[config.mk]
export PLATFORM = sky130hd
export DESIGN_NAME = pixel_alpha_invert_falloff
export DESIGN_NICKNAME = d
export VERILOG_FILES = /design/src/hdl/pafo_pkg.sv /design/src/hdl/pafo_front.sv /design/src/hdl/pafo_fade.sv /design/src/hdl/pixel_alpha_invert_falloff.sv
export SDC_FILE = /design/constraint.sdc
export NUM_CORES = 1
export LEC_CHECK = 0
export BUFFER_PORTS_ARGS = -buffer_cell sky130_fd_sc_hd__buf_2
export CORE_MARGIN = 2
export CORE_UTILIZATION = 35
export CTS_CLUSTER_SIZE = 12
export DETAILED_ROUTE_END_ITERATION = 7
export HOLD_SLACK_MARGIN = 0.15
export SYNTH_ARGS = -nofsm -noshare
export SYNTH_HDL_FRONTEND = slang
export SYNTH_HIERARCHICAL = 1
export SYNTH_SLANG_ARGS = --single-unit
[constraint.sdc]
create_clock -name aclk -period 4.07 [get_ports aclk]
set_input_delay 0.407 -clock aclk [delete_from_list [all_inputs] [get_ports aclk]]
set_output_delay 0.407 -clock aclk [all_outputs]
set_load 0.05 [all_outputs]
[src/hdl/pafo_pkg.sv]
// Shared types and constants for the alpha invert / falloff pixel stream block.
// Used by pafo_front, pafo_fade and pixel_alpha_invert_falloff.
`default_nettype none

package pafo_pkg;

    localparam int PIX_W                = 16;
    localparam int REGION_W             = 18;
    localparam int CH_W                 = 5;
    localparam int CFG_IDX_W            = 2;
    localparam int DEF_MAX_REGION_BYTES = 131072;

    localparam logic [1:0] FMT_ARGB8888 = 2'd0;
    localparam logic [1:0] FMT_ARGB1555 = 2'd1;
    localparam logic [1:0] FMT_ARGB4444 = 2'd2;
    localparam logic [1:0] FMT_UNSUP    = 2'd3;

    localparam logic [CFG_IDX_W-1:0] CFG_FORMAT  = 2'd0;
    localparam logic [CFG_IDX_W-1:0] CFG_FALLOFF = 2'd1;
    localparam logic [CFG_IDX_W-1:0] CFG_REGION  = 2'd2;

    localparam logic [1:0]          RST_FORMAT  = FMT_ARGB1555;
    localparam logic [REGION_W-1:0] RST_REGION  = 18'd2;

    typedef struct packed {
        logic             last;
        logic             err;
        logic             fade_en;
        logic             sel_blue;
        logic [PIX_W-1:0] base;
    } meta_t;

endpackage

`default_nettype wire

[src/hdl/pafo_front.sv]
// Entry stage: byte position counter, region checks and per-format decode.
// Depends on pafo_pkg; registers stage 1 of the pipeline.
`default_nettype none

module pafo_front
    import pafo_pkg::*;
#(
    parameter int POS_W = $clog2(DEF_MAX_REGION_BYTES + 2)
) (
    input  wire logic             aclk,
    input  wire logic             aresetn,
    input  wire logic             en,
    input  wire logic             fire,
    input  wire logic [PIX_W-1:0] pixel,
    input  wire logic [1:0]       fmt,
    input  wire logic             falloff,
    input  wire logic [POS_W-1:0] len,
    output meta_t                 meta_q,
    output logic [CH_W-1:0]       c_q,
    output logic [CH_W-1:0]       g_q,
    output logic [POS_W-1:0]      pos_q
);

    logic [POS_W-1:0] byte_position_reg, byte_position_next;
    logic [POS_W:0]   pos_ext, len_ext, pos_p1, pos_p2;
    logic             in_region, head_in;
    logic [CH_W-1:0]  r, g, b;
    logic             alpha;
    meta_t            meta_next;
    meta_t            meta_reg;
    logic [CH_W-1:0]  c_reg, g_reg;
    logic [POS_W-1:0] pos_reg;

    assign pos_ext   = {1'b0, byte_position_reg};
    assign len_ext   = {1'b0, len};
    assign pos_p1    = pos_ext + (POS_W+1)'(1);
    assign pos_p2    = pos_ext + (POS_W+1)'(2);
    assign in_region = pos_ext < len_ext;
    assign head_in   = pos_p1 < len_ext;

    assign alpha = ~pixel[15];
    assign r     = pixel[14:10];
    assign g     = pixel[9:5];
    assign b     = pixel[4:0];

    always_comb begin
        meta_next          = '0;
        meta_next.base     = pixel;
        meta_next.err      = (fmt == FMT_UNSUP);
        meta_next.last     = in_region && (pos_p2 >= len_ext);
        meta_next.sel_blue = (r < b);
        meta_next.fade_en  = in_region && (fmt == FMT_ARGB1555) && alpha && falloff;
        if (in_region) begin
            case (fmt)
                FMT_ARGB8888: begin
                    if (byte_position_reg[1:0] == 2'd2 && head_in) begin
                        meta_next.base = pixel ^ 16'hff00;
                    end
                end
                FMT_ARGB4444: begin
                    if (head_in) begin
                        meta_next.base = pixel ^ 16'hf000;
                    end
                end
                FMT_ARGB1555: begin
                    meta_next.base = alpha ? {1'b1, pixel[14:0]} : '0;
                end
                default: begin
                    meta_next.base = pixel;
                end
            endcase
        end
    end

    always_comb begin
        byte_position_next = byte_position_reg;
        if (fire && in_region) begin
            byte_position_next = pos_p2[POS_W-1:0];
        end
    end

    always_ff @(posedge aclk) begin
        if (!aresetn) begin
            byte_position_reg <= '0;
        end else begin
            byte_position_reg <= byte_position_next;
        end
    end

    always_ff @(posedge aclk) begin
        if (en) begin
            meta_reg <= meta_next;
            c_reg    <= meta_next.sel_blue ? b : r;
            g_reg    <= g;
            pos_reg  <= byte_position_reg;
        end
    end

    assign meta_q = meta_reg;
    assign c_q    = c_reg;
    assign g_q    = g_reg;
    assign pos_q  = pos_reg;

endmodule

`default_nettype wire

[src/hdl/pafo_fade.sv]
// One falloff lane: c * pos, then floor(c * pos / (4 * len)) one bit per stage, subtracted from c.
// Depends on pafo_pkg; four register stages, result valid with stage 5.
`default_nettype none

module pafo_fade
    import pafo_pkg::*;
#(
    parameter int POS_W = $clog2(DEF_MAX_REGION_BYTES + 2)
) (
    input  wire logic             aclk,
    input  wire logic             en,
    input  wire logic             act,
    input  wire logic [CH_W-1:0]  c,
    input  wire logic [POS_W-1:0] pos,
    input  wire logic [POS_W-1:0] len,
    output logic [CH_W-1:0]       faded
);

    localparam int NW = POS_W + CH_W;

    logic [NW-1:0]   n_reg, rem3_reg, rem4_reg;
    logic [NW-1:0]   d16, d8, d4, rem3_next, rem4_next;
    logic [CH_W-1:0] c2_reg, c3_reg, c4_reg, c5_reg;
    logic            act2_reg, act3_reg, act4_reg, act5_reg;
    logic            q2_reg;
    logic [1:0]      q4_reg;
    logic [2:0]      q5_reg;
    logic            b3, b4, b5;

    assign d16 = NW'(len) << 4;
    assign d8  = NW'(len) << 3;
    assign d4  = NW'(len) << 2;

    assign b3        = n_reg >= d16;
    assign rem3_next = b3 ? n_reg - d16 : n_reg;
    assign b4        = rem3_reg >= d8;
    assign rem4_next = b4 ? rem3_reg - d8 : rem3_reg;
    assign b5        = rem4_reg >= d4;

    always_ff @(posedge aclk) begin
        if (en) begin
            n_reg    <= NW'(c) * NW'(pos);
            c2_reg   <= c;
            act2_reg <= act;

            rem3_reg <= rem3_next;
            q2_reg   <= b3;
            c3_reg   <= c2_reg;
            act3_reg <= act2_reg;

            rem4_reg <= rem4_next;
            q4_reg   <= {q2_reg, b4};
            c4_reg   <= c3_reg;
            act4_reg <= act3_reg;

            q5_reg   <= {q4_reg, b5};
            c5_reg   <= c4_reg;
            act5_reg <= act4_reg;
        end
    end

    assign faded = c5_reg - CH_W'(q5_reg);

    // quotient of c*pos/(4*len) with pos < len can never exceed c/4
    assert property (@(posedge aclk) act5_reg |-> ({q5_reg, 2'b00} <= c5_reg))
        else $error("falloff quotient exceeds channel/4");

endmodule

`default_nettype wire

[src/hdl/pixel_alpha_invert_falloff.sv]
// Top level: config registers, input skid, 5-stage pipeline and output register.
// Depends on pafo_pkg, pafo_front and pafo_fade.
//
//  channel   dir   handshake             payload
//  s_        in    s_tvalid/s_tready     s_tdata = pixel_in
//  m_        out   m_tvalid/m_tready     m_tdata = pixel_out, m_tlast, m_tuser
//  cfg_      in    cfg_valid/cfg_ready   cfg_index, cfg_data
//
// One halfword per cycle sustained while m_tready does not stall; an accepted halfword
// passes decode, multiply, three quotient-bit stages and the output register to m_tvalid.
// aresetn clears the byte position, valid bits and falloff; format resets to ARGB1555, region to 2.
// A stall on m_tready freezes the whole pipeline; a one-entry skid on the
// input keeps s_tready a register output. cfg_ready is always high.
`default_nettype none

module pixel_alpha_invert_falloff
    import pafo_pkg::*;
#(
    parameter int MAX_REGION_BYTES = DEF_MAX_REGION_BYTES
) (
    input  wire logic                 aclk,
    input  wire logic                 aresetn,
    input  wire logic                 s_tvalid,
    output logic                      s_tready,
    input  wire logic [PIX_W-1:0]     s_tdata,    // [15:0] pixel_in
    output logic                      m_tvalid,
    input  wire logic                 m_tready,
    output logic [PIX_W-1:0]          m_tdata,    // [15:0] pixel_out
    output logic                      m_tlast,
    output logic [0:0]                m_tuser,    // [0] format_error
    input  wire logic                 cfg_valid,
    output logic                      cfg_ready,
    input  wire logic [CFG_IDX_W-1:0] cfg_index,
    input  wire logic [REGION_W-1:0]  cfg_data
);

    localparam int POS_W = $clog2(MAX_REGION_BYTES + 2);

    logic [1:0]          fmt_reg;
    logic                falloff_reg;
    logic [REGION_W-1:0] region_reg;
    logic [31:0]         region_ext;
    logic [POS_W-1:0]    len;

    logic                skid_valid_reg, skid_valid_next;
    logic [PIX_W-1:0]    skid_data_reg;
    logic                in_valid, fire, pipe_en;
    logic [PIX_W-1:0]    in_data;

    logic [5:1]          valid_reg;
    meta_t               meta1;
    meta_t               meta_reg [2:5];
    logic [CH_W-1:0]     c1, g1, c_faded, g_faded;
    logic [POS_W-1:0]    pos1;
    logic [PIX_W-1:0]    pix5;

    logic                out_valid_reg;
    logic [PIX_W-1:0]    out_data_reg;
    logic                out_last_reg, out_err_reg;

    // config
    assign cfg_ready = 1'b1;

    always_ff @(posedge aclk) begin
        if (!aresetn) begin
            fmt_reg     <= RST_FORMAT;
            falloff_reg <= 1'b0;
            region_reg  <= RST_REGION;
        end else if (cfg_valid) begin
            case (cfg_index)
                CFG_FORMAT:  fmt_reg     <= cfg_data[1:0];
                CFG_FALLOFF: falloff_reg <= cfg_data[0];
                CFG_REGION:  region_reg  <= cfg_data;
                default: begin
                end
            endcase
        end
    end

    assign region_ext = 32'(region_reg);
    assign len = (region_ext > 32'(MAX_REGION_BYTES)) ? POS_W'(MAX_REGION_BYTES)
                                                      : POS_W'(region_ext);

    // input skid and pipeline advance
    assign pipe_en  = !out_valid_reg || m_tready;
    assign s_tready = !skid_valid_reg;
    assign in_valid = skid_valid_reg || s_tvalid;
    assign in_data  = skid_valid_reg ? skid_data_reg : s_tdata;
    assign fire     = pipe_en && in_valid;

    always_comb begin
        skid_valid_next = skid_valid_reg;
        if (pipe_en) begin
            skid_valid_next = 1'b0;
        end else if (s_tvalid && s_tready) begin
            skid_valid_next = 1'b1;
        end
    end

    always_ff @(posedge aclk) begin
        if (!aresetn) begin
            skid_valid_reg <= 1'b0;
        end else begin
            skid_valid_reg <= skid_valid_next;
        end
    end

    always_ff @(posedge aclk) begin
        if (!pipe_en && s_tvalid && s_tready) begin
            skid_data_reg <= s_tdata;
        end
    end

    pafo_front #(
        .POS_W (POS_W)
    ) u_front (
        .aclk    (aclk),
        .aresetn (aresetn),
        .en      (pipe_en),
        .fire    (fire),
        .pixel   (in_data),
        .fmt     (fmt_reg),
        .falloff (falloff_reg),
        .len     (len),
        .meta_q  (meta1),
        .c_q     (c1),
        .g_q     (g1),
        .pos_q   (pos1)
    );

    pafo_fade #(
        .POS_W (POS_W)
    ) u_fade_c (
        .aclk  (aclk),
        .en    (pipe_en),
        .act   (valid_reg[1] && meta1.fade_en),
        .c     (c1),
        .pos   (pos1),
        .len   (len),
        .faded (c_faded)
    );

    pafo_fade #(
        .POS_W (POS_W)
    ) u_fade_g (
        .aclk  (aclk),
        .en    (pipe_en),
        .act   (valid_reg[1] && meta1.fade_en),
        .c     (g1),
        .pos   (pos1),
        .len   (len),
        .faded (g_faded)
    );

    always_ff @(posedge aclk) begin
        if (!aresetn) begin
            valid_reg <= '0;
        end else if (pipe_en) begin
            valid_reg <= {valid_reg[4:1], in_valid};
        end
    end

    always_ff @(posedge aclk) begin
        if (pipe_en) begin
            meta_reg[2] <= meta1;
            meta_reg[3] <= meta_reg[2];
            meta_reg[4] <= meta_reg[3];
            meta_reg[5] <= meta_reg[4];
        end
    end

    always_comb begin
        pix5 = meta_reg[5].base;
        if (meta_reg[5].fade_en) begin
            pix5[9:5] = g_faded;
            if (meta_reg[5].sel_blue) begin
                pix5[4:0] = c_faded;
            end else begin
                pix5[14:10] = c_faded;
            end
        end
    end

    // output register
    always_ff @(posedge aclk) begin
        if (!aresetn) begin
            out_valid_reg <= 1'b0;
        end else if (pipe_en) begin
            out_valid_reg <= valid_reg[5];
        end
    end

    always_ff @(posedge aclk) begin
        if (pipe_en) begin
            out_data_reg <= pix5;
            out_last_reg <= meta_reg[5].last;
            out_err_reg  <= meta_reg[5].err;
        end
    end

    assign m_tvalid   = out_valid_reg;
    assign m_tdata    = out_data_reg;
    assign m_tlast    = out_last_reg;
    assign m_tuser[0] = out_err_reg;

    assert property (@(posedge aclk) disable iff (!aresetn)
        skid_valid_reg |-> $past(!pipe_en))
        else $error("skid holds data while pipeline advanced");

    assert property (@(posedge aclk) disable iff (!aresetn)
        $fell(out_valid_reg) |-> $past(m_tready))
        else $error("result dropped without transaction");

    assert property (@(posedge aclk) disable iff (!aresetn)
        (!pipe_en && valid_reg[5]) |=> valid_reg[5])
        else $error("stage 5 item lost during stall");

endmodule

`default_nettype wire

Yosys cells after proc, flatten, opt, wreduce, memory -nomap -nowiden
Memories as Yosys holds them, arrays and structs flattened.
Cells that the tools add are included.
- bits in latches: 0
- logic and storage cells: 109
- output and inout port bits: 21
- RAM bits: 80
- memories kept: 1
- input bits: 41
- memory bits (read-only): 0
- bits in registers: 318
- bitwise logic cells: 4
- div/mod/pow operators: 0
- shift operators: 0
- add/sub/neg operators: 8
- reduce and logical (&&, ||, !) cells: 21
- multiply operators: 2
- magnitude comparators: 11
- equal/unequal tests: 6
- multiplexer cells: 17
- memory list (name ; depth ; width ; rd ports ; clocked after Yosys merged registers in ; wr ports ; line ; source):
    meta_reg ; 4 ; 20 ; 4 ; 0 ; 4 ; pixel_alpha_invert_falloff.sv:52 ; meta_t meta_reg [2:5];
- operator list (cell ; count):
    $mux W23 ; 4
    $mux W16 ; 5
    $pmux W16 S3 ; 1
    $ge A23 B20 Y1 ; 2
    $ge A23 B21 Y1 ; 2
    $ge A23 B22 Y1 ; 2
    $mul A5 B18 Y23 ; 2
    $sub A23 B21 Y23 ; 2
    $sub A23 B22 Y23 ; 2
    $add A18 B1 Y19 const B ; 1
    $add A18 B2 Y19 const B ; 1
    $ge A19 B18 Y1 ; 1
    $lt A19 B18 Y1 ; 1
    $gt A18 B18 Y1 const B ; 1
    $lt A18 B18 Y1 ; 1
    $mux W18 ; 1
    $mux W15 ; 1
    $mux W5 ; 3
    $logic_and A1 B1 Y1 ; 10
    $sub A5 B3 Y5 ; 2
    $eq A2 B2 Y1 const B ; 4
    $not A8 Y8 ; 1
    $reduce_and A2 Y1 ; 3
    $lt A5 B5 Y1 ; 1
    other kinds (8) ; 15

Longest topological paths before layout
Gate-level depths: netlist (run 1).
- depth in word-level cells: 7
- mapped depth: 16
- gate-level depth less buffers: 15

By module
The synthesis (run 1) kept the hierarchy.
- by module, submodules not included (module ; times used ; cells each ; area each (um^2)):
    pafo_fade (u_fade_c) ; 1 ; 881 ; 8648.3
    pafo_fade (u_fade_g) ; 1 ; 844 ; 8568.2
    pixel_alpha_invert_falloff ; 1 ; 294 ; 5193.7
    pafo_front ; 1 ; 362 ; 3849.9

Least setup slack after synthesis (run 1)
No wires, ideal clock.
- kind: reg2reg
- from: register u_front.g_reg[4], in the netlist u_front/g_q[4]
- to: register u_fade_g.n_reg[22] (data pin)
- setup time: 0.282 ns
- slack: -0.297 ns
- clock period less this slack: 4.367 ns
- stages on the path, launching flop included: 15
- arrival time: 4.085 ns
- required time: 3.788 ns
- path through: edfxtp_1 > clkbuf_1 > and2_1 > fa_1 > fa_1 > inv_1 > fa_1 > inv_1 > ha_1 > a21o_1 > a221oi_1 > o31a_1 > o21ai_0 > o32ai_1 > o311ai_0
- longest elaborated chain between the ends: 1
- RTL lines (element ; line ; source):
    start, declared ; pafo_front.sv:31 ; logic [CH_W-1:0] c_reg, g_reg;
    start signal, assigned ; pafo_front.sv:94 ; g_reg <= g;
    $mul A5 B18 Y23 ; pafo_fade.sv:42 ; n_reg <= NW'(c) * NW'(pos);
    end signal, assigned ; pafo_fade.sv:42 ;
    end, declared ; pafo_fade.sv:21 ; logic [NW-1:0] n_reg, rem3_reg, rem4_reg;
Every way passes these cells.
A chain may end at the register's enable or synchronous reset.

Worst setup path in the final report (run 1)
- from: register u_front.c_reg[4], in the netlist u_front/c_q[4]
- to: register u_fade_c.n_reg[18] (data pin)
- longest elaborated chain between the ends: 1
- RTL lines (element ; line ; source):
    start, declared ; pafo_front.sv:31 ;
    start signal, assigned ; pafo_front.sv:93 ; c_reg <= meta_next.sel_blue ? b : r;
    $mul A5 B18 Y23 ; pafo_fade.sv:42 ;
    end signal, assigned ; pafo_fade.sv:42 ;
    end, declared ; pafo_fade.sv:21 ;
Every way passes these cells.

==> results of run 1 <==
[routing by layer]
metal  up-vias  track usage, %
li1       9198               -
met1      9362            22.7
met2       392            28.0
met3        80            2.16
met4         0            5.23
met5         -               0
[power groups by stage]
| stage | clock [µW] | combinational, µW | sequential, µW |
|---|---|---|---|
| floorplan | 0 | 4010 | 5840 |
| global placement | 0 | 5600 | 5830 |
| detailed placement | 0 | 5690 | 5860 |
| CTS | 4120 | 5780 | 5780 |
| global route | 4290 | 6480 | 5840 |
| finish | 4010 | 5850 | 5770 |
[final cells by class]
cell class,instances,area (µm²),share of cell area [%]
diodes,1,2.50,0.00788
clock buffers,64,1250,3.93
clock inverters,19,206,0.650
inverters,244,931,2.93
multi-input cells,1681,14200,44.6
flip-flops and latches,396,11400,36.0
well taps,969,1210,3.82
repair buffers,339,2570,8.09
[cell usage in the layout (no fill, tap or decap), types with 34 or more instances in the layout]
master / n
buf_2: 62
buf_4: 227
nor2b_1: 37
mux2_2: 43
and2_1: 118
o21ai_0: 85
edfxtp_1: 351
nand3_1: 42
fa_1: 98
xnor2_1: 53
xor2_1: 47
nor2_1: 97
clkbuf_16: 45
inv_1: 227
ha_1: 195
dfxtp_1: 45
a21oi_1: 113
nand2_1: 179
dlygate4sd3_1: 34
a21o_1: 48
[path summary, 6_finish.rpt]
| path | start | to | slack (ns) | cells after the start |
|---|---|---|---|---|
| setup / recovery | u_front/c_q[4] | u_fade_c/n_reg[18] | -0.09 | 15 |
| hold reg to reg | meta_reg[1][14] | meta_reg[1][34] | 0.41 | 0 |
| hold / removal | aresetn | region_reg[1] | 0.18 | 2 |
| setup reg to reg | u_front/c_q[4] | u_fade_c/n_reg[18] | -0.09 | 15 |
[per-stage QoR]
| stage | setup slack (ns) | hold slack [ns] | setup TNS, ns |
|---|---|---|---|
| 6_report | -0.0875 | 0.179 | -0.264 |
| 5_1_grt | -0.300 | 0.191 | -2.40 |
| 4_1_cts | -0.0624 | 0.152 | -0.256 |
| 3_5_place_dp | -0.216 | 0.405 | -1.89 |
| 3_3_place_gp | -0.134 | 0.401 | -0.873 |
| 2_1_floorplan | 0.00325 | 0.400 | 0 |
[repair_timing]
action / in CTS / in global routing
endpoints found under the hold margin: 37 / 0
setup buffers: 21 / 10
pin swaps: 62 / 32
gates resized for setup: 48 / 56
endpoints found under the setup margin: 14 / 22
cloned: 2 / 0
hold buffers: 34 / 0
==> flow_metrics.env, run 1 <==
export IMPL_status="complete, but fails checks"
export IMPL_violations="negative setup slack"
export IMPL_crit_type="flop to flop"
export IMPL_dp_cells=3564
export IMPL_core_area_um2=74300
export IMPL_clk_pin_slew_ns=0.06
export IMPL_largest_reg_flops=80
export IMPL_wl_met2_mm=30.5
export IMPL_dieArea_um2=77200
export IMPL_rsz0062_at_grt="yes"
export IMPL_hold_path_class="input pin to flop"
export IMPL_ioPinCount=62
export IMPL_dr_total_vias=19032
export IMPL_final_area_um2=31800
export IMPL_worstPathMaxFanout=12
export IMPL_clk_latency_ns=0.59
export IMPL_startpoint_type="flop"
export IMPL_gr_total_overflow=0
export IMPL_fillerInstances=6926
export IMPL_wl_per_cell_um=17.4
export IMPL_num_rows=100
export IMPL_avgViaCountPerCell=5.13
export IMPL_worst_slack_ns=-0.0875
export IMPL_synthCells=2380
export IMPL_period_needed_ns=4.16
export IMPL_yosysWarnings=6
export IMPL_grt_max_degree=182
export IMPL_power_internal_uw=10400
export IMPL_drv_slew=0
export IMPL_p_leak_uw=0.0139
export IMPL_numCtsBuffers=45
export IMPL_p_sw_share_pct=33.6
export IMPL_finalCritPeriodShare_pct=102
export IMPL_cap_violations=0
export IMPL_gp_congestion=0.904
export IMPL_combPwrFrac_pct=37.4
export IMPL_crit_buf_inv=4
export IMPL_fmax_mhz=241
export IMPL_drive_gt1_share_pct=21.9
export IMPL_path_common_cell="fa_1"
export IMPL_end_kind="flop"
export IMPL_max_slew_margin_pct=28.2
export IMPL_h_tree_depth=2
export IMPL_grt_pass1_wl_mm=104
export IMPL_portBuffers=60
export IMPL_met3_length_mm=2.74
export IMPL_dr_pass1_iters=5
export IMPL_syn_area_um2=26300
export IMPL_critical_path_arrival_ns=4.48
export IMPL_cts_root_buf="clkbuf_16"
export IMPL_drc=0
export IMPL_synth_nets=2739
export IMPL_cpPeakStageDelay_ns=0.49
export IMPL_dpl_cell_area_um2=29300
export IMPL_hold_viol_final=0
export IMPL_setup_violations=5
export IMPL_finClkSkew_ns=0.0209
export IMPL_wl_met1_mm=29.7
export IMPL_cpLargestDelayFamily="adder cells"
export IMPL_initial_core_util_pct=35.3
export IMPL_clockPowerShare_pct=25.6
export IMPL_drt_initial_drc_count=1136
export IMPL_seq_power_share_pct=36.9
export IMPL_slowest_stage="fa_1"
export IMPL_tightestPinTransition_ns=1.08
export IMPL_critical_path_required_ns=4.40
export IMPL_ir_drop_mv=0.301
export IMPL_final_cells=3713
export IMPL_die_w_um=278
export IMPL_final_antenna_net_count=0
export IMPL_clk_path_buf_depth=3
export IMPL_antenna_found_initial=0
export IMPL_grt_util_all_layers_pct=16.8
export IMPL_syn2layout_area_growth_pct=21.0
export IMPL_dieHeight_um=278
export IMPL_crit_chain="buf_6 -> and2_4 -> fa_1 -> fa_1 -> inv_1 -> fa_1 -> inv_2 -> ha_4 -> a211oi_2 -> nor2_2 -> o41ai_4 -> o21ai_2 -> a311o_1 -> buf_4 -> xor2_1"
export IMPL_p_per_area_nw_per_um2=492
export IMPL_drt_wl_total_mm=64.7
export IMPL_fin_nets=3066
export IMPL_dpl_hpwl_mm=49.0
export IMPL_dr_max_layer_used="met4"
export IMPL_synth_area_per_cell_um2=11.0
export IMPL_grt_pass1_vias=19379
export IMPL_tritoncts="built"
export IMPL_post_route_util_pct=42.7
export IMPL_clock_sinks=396
export IMPL_p_switching_uw=5250
export IMPL_power_total_uw=15600
No activity file was read; power rests on OpenSTA's default activity.
==> inputs of run 2 (changes only) <==
- CELL_PAD_IN_SITES_DETAIL_PLACEMENT: unset -> 0
- CELL_PAD_IN_SITES_GLOBAL_PLACEMENT: unset -> 2
- PLACE_DENSITY_LB_ADDON: unset -> 0.1
==> run 2 against run 1 <==
  * The flow still finishes with violations (negative setup slack)
  * Routed wire length increased by 9.8%
  * Sequential share of layout area decreased by 0.79 points
  * Combinational power increased by 5.8%
  * Sequential power about the same
  * First-iteration DRC count decreased by 15%
  * Count of clock-buffer cells in the layout decreased by 4
  * Sequential cell count unchanged
  * Register-to-register slack got worse by 0.03 ns
  * Utilization increased by 0.96 points
  * Clock power increased by 1%
  * Largest cell class unchanged
  * Non-clock buffer count increased by 62
==> flow_metrics.env, run 2 (synthesized netlist as in run 1, its figures left out) <==
export IMPL_r2r_cells=16
export IMPL_critical_path_arrival_ns=4.49
export IMPL_dpl_cell_area_um2=29800
export IMPL_max_slew_margin_pct=34.2
export IMPL_initial_core_util_pct=35.3
export IMPL_most_common_layout_cells="351 x edfxtp_1, 273 x buf_4, 224 x inv_1"
export IMPL_dr_total_vias=18949
export IMPL_finalCritPeriodShare_pct=103
export IMPL_drc=0
export IMPL_grt_pass1_wl_mm=112
export IMPL_portBuffers=60
export IMPL_worstPathMaxFanout=5
export IMPL_core_area_um2=74300
export IMPL_status="complete, but fails checks"
export IMPL_r2r_start="u_front/pos_q[3]"
export IMPL_dp_cells=3622
export IMPL_hold_start="cfg_index[1]"
export IMPL_ir_drop_mv=0.273
export IMPL_grt_max_degree=191
export IMPL_fin_nets=3130
export IMPL_numCtsBuffers=47
export IMPL_dpl_worst_slack_ns=-0.255
export IMPL_violations="negative setup slack"
export IMPL_ioPinCount=62
export IMPL_largest_reg_flops=80
export IMPL_cts_root_buf="clkbuf_16"
export IMPL_dpl_hpwl_mm=54.8
export IMPL_dieArea_um2=77200
export IMPL_num_rows=100
export IMPL_syn2layout_area_growth_pct=23.7
export IMPL_drv_slew=0
export IMPL_worstHoldPathCells=3
export IMPL_avgViaCountPerCell=5.02
export IMPL_setup_violations=8
export IMPL_p_per_area_nw_per_um2=494
export IMPL_die_w_um=278
export IMPL_crit_type="flop to flop"
export IMPL_antenna_found_initial=4
export IMPL_wl_per_cell_um=18.8
export IMPL_hold_viol_final=0
export IMPL_hold_path_class="input pin to flop"
export IMPL_clk_path_buf_depth=3
export IMPL_final_antenna_net_count=0
export IMPL_finClkSkew_ns=0.0396
export IMPL_clock_sinks=396
export IMPL_tritoncts="built"
export IMPL_final_area_um2=32500
export IMPL_hold_path_end="fmt_reg[1]"
export IMPL_clk_latency_ns=0.59
export IMPL_setup_tns_ns=-0.638
export IMPL_r2r_end="u_fade_c/n_reg[18]"
export IMPL_gr_total_overflow=0
export IMPL_critical_path_required_ns=4.38
export IMPL_dieHeight_um=278
export IMPL_rsz0062_at_grt="yes"
export IMPL_end_kind="flop"
export IMPL_gp_congestion=0.803
export IMPL_post_route_util_pct=43.7
export IMPL_final_cells=3773
export IMPL_drt_initial_drc_count=961
export IMPL_drt_wl_total_mm=71.0
export IMPL_grt_util_all_layers_pct=18.5
export IMPL_p_leak_uw=0.0143
export IMPL_reg2reg_slack_ns=-0.11
export IMPL_fmax_mhz=239
export IMPL_clk_pin_slew_ns=0.06
export IMPL_drive_gt1_share_pct=24.3
export IMPL_final_common_cell="edfxtp_1"
export IMPL_worst_slack_ns=-0.113
export IMPL_cap_violations=0
export IMPL_tightestPinTransition_ns=0.986
export IMPL_antennaDiodeCount=0
export IMPL_period_needed_ns=4.18
export IMPL_startpoint_type="flop"
export IMPL_grt_pass1_vias=19603
export IMPL_h_tree_depth=2
export IMPL_dr_pass1_iters=5
==> run 2: what timing repair did <==
| item | in CTS | in global routing |
|---|---|---|
| setup buffers | 22 | 10 |
| endpoints found under the setup margin | 21 | 22 |
| pin swaps | 106 | 53 |
| endpoints found under the hold margin | 39 | 0 |
| resized for setup | 93 | 54 |
| hold buffers | 37 | 0 |
| cloned | 2 | 0 |
==> run 2: worst max path at each step <==
stage / from / end / cells past startpoint
final: u_front/pos_q[3] / u_fade_c/n_reg[18] / 16
after global routing: u_front/c_q[2] / u_fade_c/n_reg[20] / 15
after CTS: u_front/pos_q[3] / u_fade_c/n_reg[18] / 16
after detailed placement: u_front/pos_q[5] / u_fade_c/n_reg[20] / 16
after global placement: u_front/pos_q[4] / u_fade_c/n_reg[22] / 12
after floorplan: u_front/c_q[2] / u_fade_c/n_reg[22] / 14
==> run 2: metrics by stage <==
step / total power (µW) / hold slack, ns
6_report: 16100 / 0.204
5_1_grt: 17100 / 0.202
2_1_floorplan: 9840 / 0.400
4_1_cts: 16200 / 0.171
3_3_place_gp: 12000 / 0.401
3_5_place_dp: 12000 / 0.405
==> run 2: worst max-delay path, stage by stage (launching register included) <==
cell and delay [ns]:
edfxtp_1 0.39, buf_6 0.14, buf_6 0.11, and2_4 0.14, fa_1 0.46, fa_1 0.50
inv_1 0.05, fa_1 0.49, inv_2 0.05, ha_4 0.17, a211oi_4 0.20, nor2_4 0.07
o41ai_4 0.31, o21ai_4 0.11, a311o_1 0.41, buf_4 0.17, xor2_1 0.13
==> run 2: cell type report <==
class	instances	area, µm²
Clock buffer	60	1260
Clock inverter	22	233
Fill cell	7067	41800
Inverter	244	932
Multi-Input combinational cell	1681	14300
Sequential cell	396	11400
Tap cell	969	1210
Timing Repair Buffer	401	3110
==> run 2: per-layer routing <==
metal  up-vias  share of wire [%]  track usage, %
li1       9329                  -               -
met4         6                4.0            7.19
met2       265                 45            29.7
met1      9250                 47            25.2
met5         -              0.054               0
met3        99                3.6            2.79
==> run 2: where the power goes <==
group / total [µW] / internal, µW / leakage, µW / switching (µW)
Combinational: 6190 / 2820 / 0.00931 / 3370
Clock: 4060 / 2390 / 0.000730 / 1670
Sequential: 5800 / 5450 / 0.00431 / 348
==> inputs of run 3 (changes only) <==
- SETUP_SLACK_MARGIN: unset -> 0.05
- clock period: 4.07 -> 4 ns (I/O delays scaled with it)
==> run 3 against run 2 <==
  * The flow still finishes with violations (negative setup slack)
  * Worst setup slack worse by 0.062 ns
  * Final cell count is 1.6% higher
  * Count of clock-buffer cells in the layout rose by 7
  * Sequential cell count is the same
  * Register-to-register slack lost 0.06 ns
  * Design area increased by 1.1%
  * Utilization increased by 0.47 points
  * Clock power grew 10%
  * Die area is the same
==> flow_metrics.env, run 3 (synthesized netlist as in run 1, its figures left out) <==
export IMPL_status="complete, but fails checks"
export IMPL_violations="negative setup slack"
export IMPL_r2r_start="u_front/pos_q[2]"
export IMPL_r2r_cells=16
export IMPL_finClkSkew_ns=0.0247
export IMPL_worstHoldPathCells=4
export IMPL_dr_total_vias=19180
export IMPL_num_rows=100
export IMPL_die_w_um=278
export IMPL_dieHeight_um=278
export IMPL_dp_cells=3679
export IMPL_power_total_uw=16800
export IMPL_final_common_cell="edfxtp_1"
export IMPL_startpoint_type="flop"
export IMPL_combPwrFrac_pct=38.3
export IMPL_drt_wl_total_mm=71.1
export IMPL_rsz0062_at_grt="yes"
export IMPL_hold_viol_final=0
export IMPL_crit_type="flop to flop"
export IMPL_antennaDiodeCount=0
export IMPL_met1_usage_pct=25.1
export IMPL_seq_power_share_pct=35.1
export IMPL_ioPinCount=62
export IMPL_final_area_um2=32800
export IMPL_most_common_layout_cells="351 x edfxtp_1, 338 x buf_4, 222 x inv_1"
export IMPL_drive_gt1_share_pct=25.4
export IMPL_grt_max_degree=158
export IMPL_syn2layout_area_growth_pct=25.1
export IMPL_dr_pass1_iters=5
export IMPL_largest_reg_flops=80
export IMPL_tritoncts="built"
export IMPL_h_tree_depth=2
export IMPL_gp_congestion=0.803
export IMPL_critical_path_arrival_ns=4.59
export IMPL_clk_latency_ns=0.59
export IMPL_busiest_layer="met2"
export IMPL_cap_violations=0
export IMPL_max_slew_margin_pct=37.6
export IMPL_worst_slack_ns=-0.175
export IMPL_final_antenna_net_count=0
export IMPL_hold_path_class="input pin to flop"
export IMPL_fin_nets=3184
export IMPL_clk_pin_slew_ns=0.06
export IMPL_p_per_area_nw_per_um2=512
export IMPL_worstPathMaxFanout=3
export IMPL_dieArea_um2=77200
export IMPL_grt_pass1_vias=20053
export IMPL_p_sw_share_pct=33.4
export IMPL_drc=0
export IMPL_setup_violations=12
export IMPL_critical_path_required_ns=4.41
export IMPL_wl_per_cell_um=18.6
export IMPL_cts_root_buf="clkbuf_16"
export IMPL_numCtsBuffers=48
export IMPL_finalCritPeriodShare_pct=104
export IMPL_reg2reg_slack_ns=-0.17
export IMPL_initial_core_util_pct=35.3
export IMPL_crit_start="u_front/pos_q[2]"
export IMPL_dpl_hpwl_mm=55.2
export IMPL_p_leak_uw=0.0146
export IMPL_core_area_um2=74300
export IMPL_grt_pass1_wl_mm=113
export IMPL_antenna_found_initial=0
export IMPL_clockPowerShare_pct=26.6
export IMPL_dpl_worst_slack_ns=-0.310
export IMPL_final_cells=3833
export IMPL_avgViaCountPerCell=5.00
export IMPL_period_needed_ns=4.17
export IMPL_drv_slew=0
export IMPL_grt_util_all_layers_pct=18.6
export IMPL_globalRouteMet3Util_pct=2.59
export IMPL_use_met2_pct=31.1
export IMPL_hold_start="cfg_index[1]"
export IMPL_p_switching_uw=5610
export IMPL_drt_initial_drc_count=1044
export IMPL_power_internal_uw=11200
export IMPL_gr_total_overflow=0
export IMPL_clk_path_buf_depth=3
export IMPL_fin_hold_ws_ns=0.214
export IMPL_clock_sinks=396
export IMPL_end_kind="flop"
export IMPL_ir_drop_mv=0.329
export IMPL_fmax_mhz=240
export IMPL_portBuffers=60
export IMPL_dpl_cell_area_um2=30200
export IMPL_tightestPinTransition_ns=0.936
-- run 3: changes by cell type in the layout (fill, tap and decap cells not counted), moves of 3 or more --
cell | before | now
buf_4 | 273 | 338
buf_6 | 25 | 17
clkinv_1 | 7 | 0
and2_1 | 117 | 123
and2_4 | 24 | 18
clkbuf_1 | 9 | 14
fa_1 | 95 | 98
fa_2 | 7 | 4
nor2_1 | 95 | 98
-- run 3: stage by stage --
stage	setup TNS (ns)	util, %
floorplan	-0.132	-
global placement	-2.49	40.7
detailed placement	-2.96	40.7
CTS	-1.16	43.9
global route	-3.71	44.2
finish	-1.24	44.2
-- run 3: routing by layer --
| layer | vias to the layer above | share of wire, % | wire (µm) |
|---|---|---|---|
| met3 | 86 | 3.5 | 2510 |
| met5 | - | 0 | 0 |
| met2 | 271 | 47 | 33200 |
| met1 | 9364 | 47 | 33400 |
| met4 | 0 | 2.8 | 2010 |
| li1 | 9459 | - | - |
-- run 3: critical path: stages (launching register included) --
cell      delay, ns
edfxtp_1       0.41
buf_6          0.15
buf_6          0.11
and2_4         0.15
fa_1           0.46
fa_1           0.53
inv_2          0.04
fa_1           0.54
inv_2          0.04
ha_4           0.15
or3_4          0.37
o21ba_4        0.24
o31a_1         0.22
o21ai_2        0.10
o32ai_4        0.31
nand3_1        0.11
o311ai_1       0.08
-- run 3: layout make-up --
type | instances | area [µm²]
Clock inverter | 22 | 293
Timing Repair Buffer | 454 | 3450
Tap cell | 969 | 1210
Clock buffer | 67 | 1330
Fill cell | 7026 | 41500
Multi-Input combinational cell | 1681 | 14200
Inverter | 244 | 932
Sequential cell | 396 | 11400
-- run 3: power by group through the flow --
stage	sequential, µW	combinational, µW	clock [µW]
4_1_cts	5900	6470	4620
3_3_place_gp	5970	6330	0
5_1_grt	5970	7160	4780
2_1_floorplan	5940	4080	0
6_report	5890	6450	4470
3_5_place_dp	5990	6360	0
-- run 3: final timing paths --
check / end
max reg2reg: u_fade_g/n_reg[22]
min reg2reg: meta_reg[1][20]
max: u_fade_g/n_reg[22]
min: fmt_reg[0]
-- run 3: repair_timing --
item,in CTS,in global routing
setup endpoints to repair,22,26
pin swaps,87,39
endpoints found under the hold margin,39,0
buffers inserted,19,9
gates cloned,2,0
gates resized for setup,62,43
hold buffers,36,0
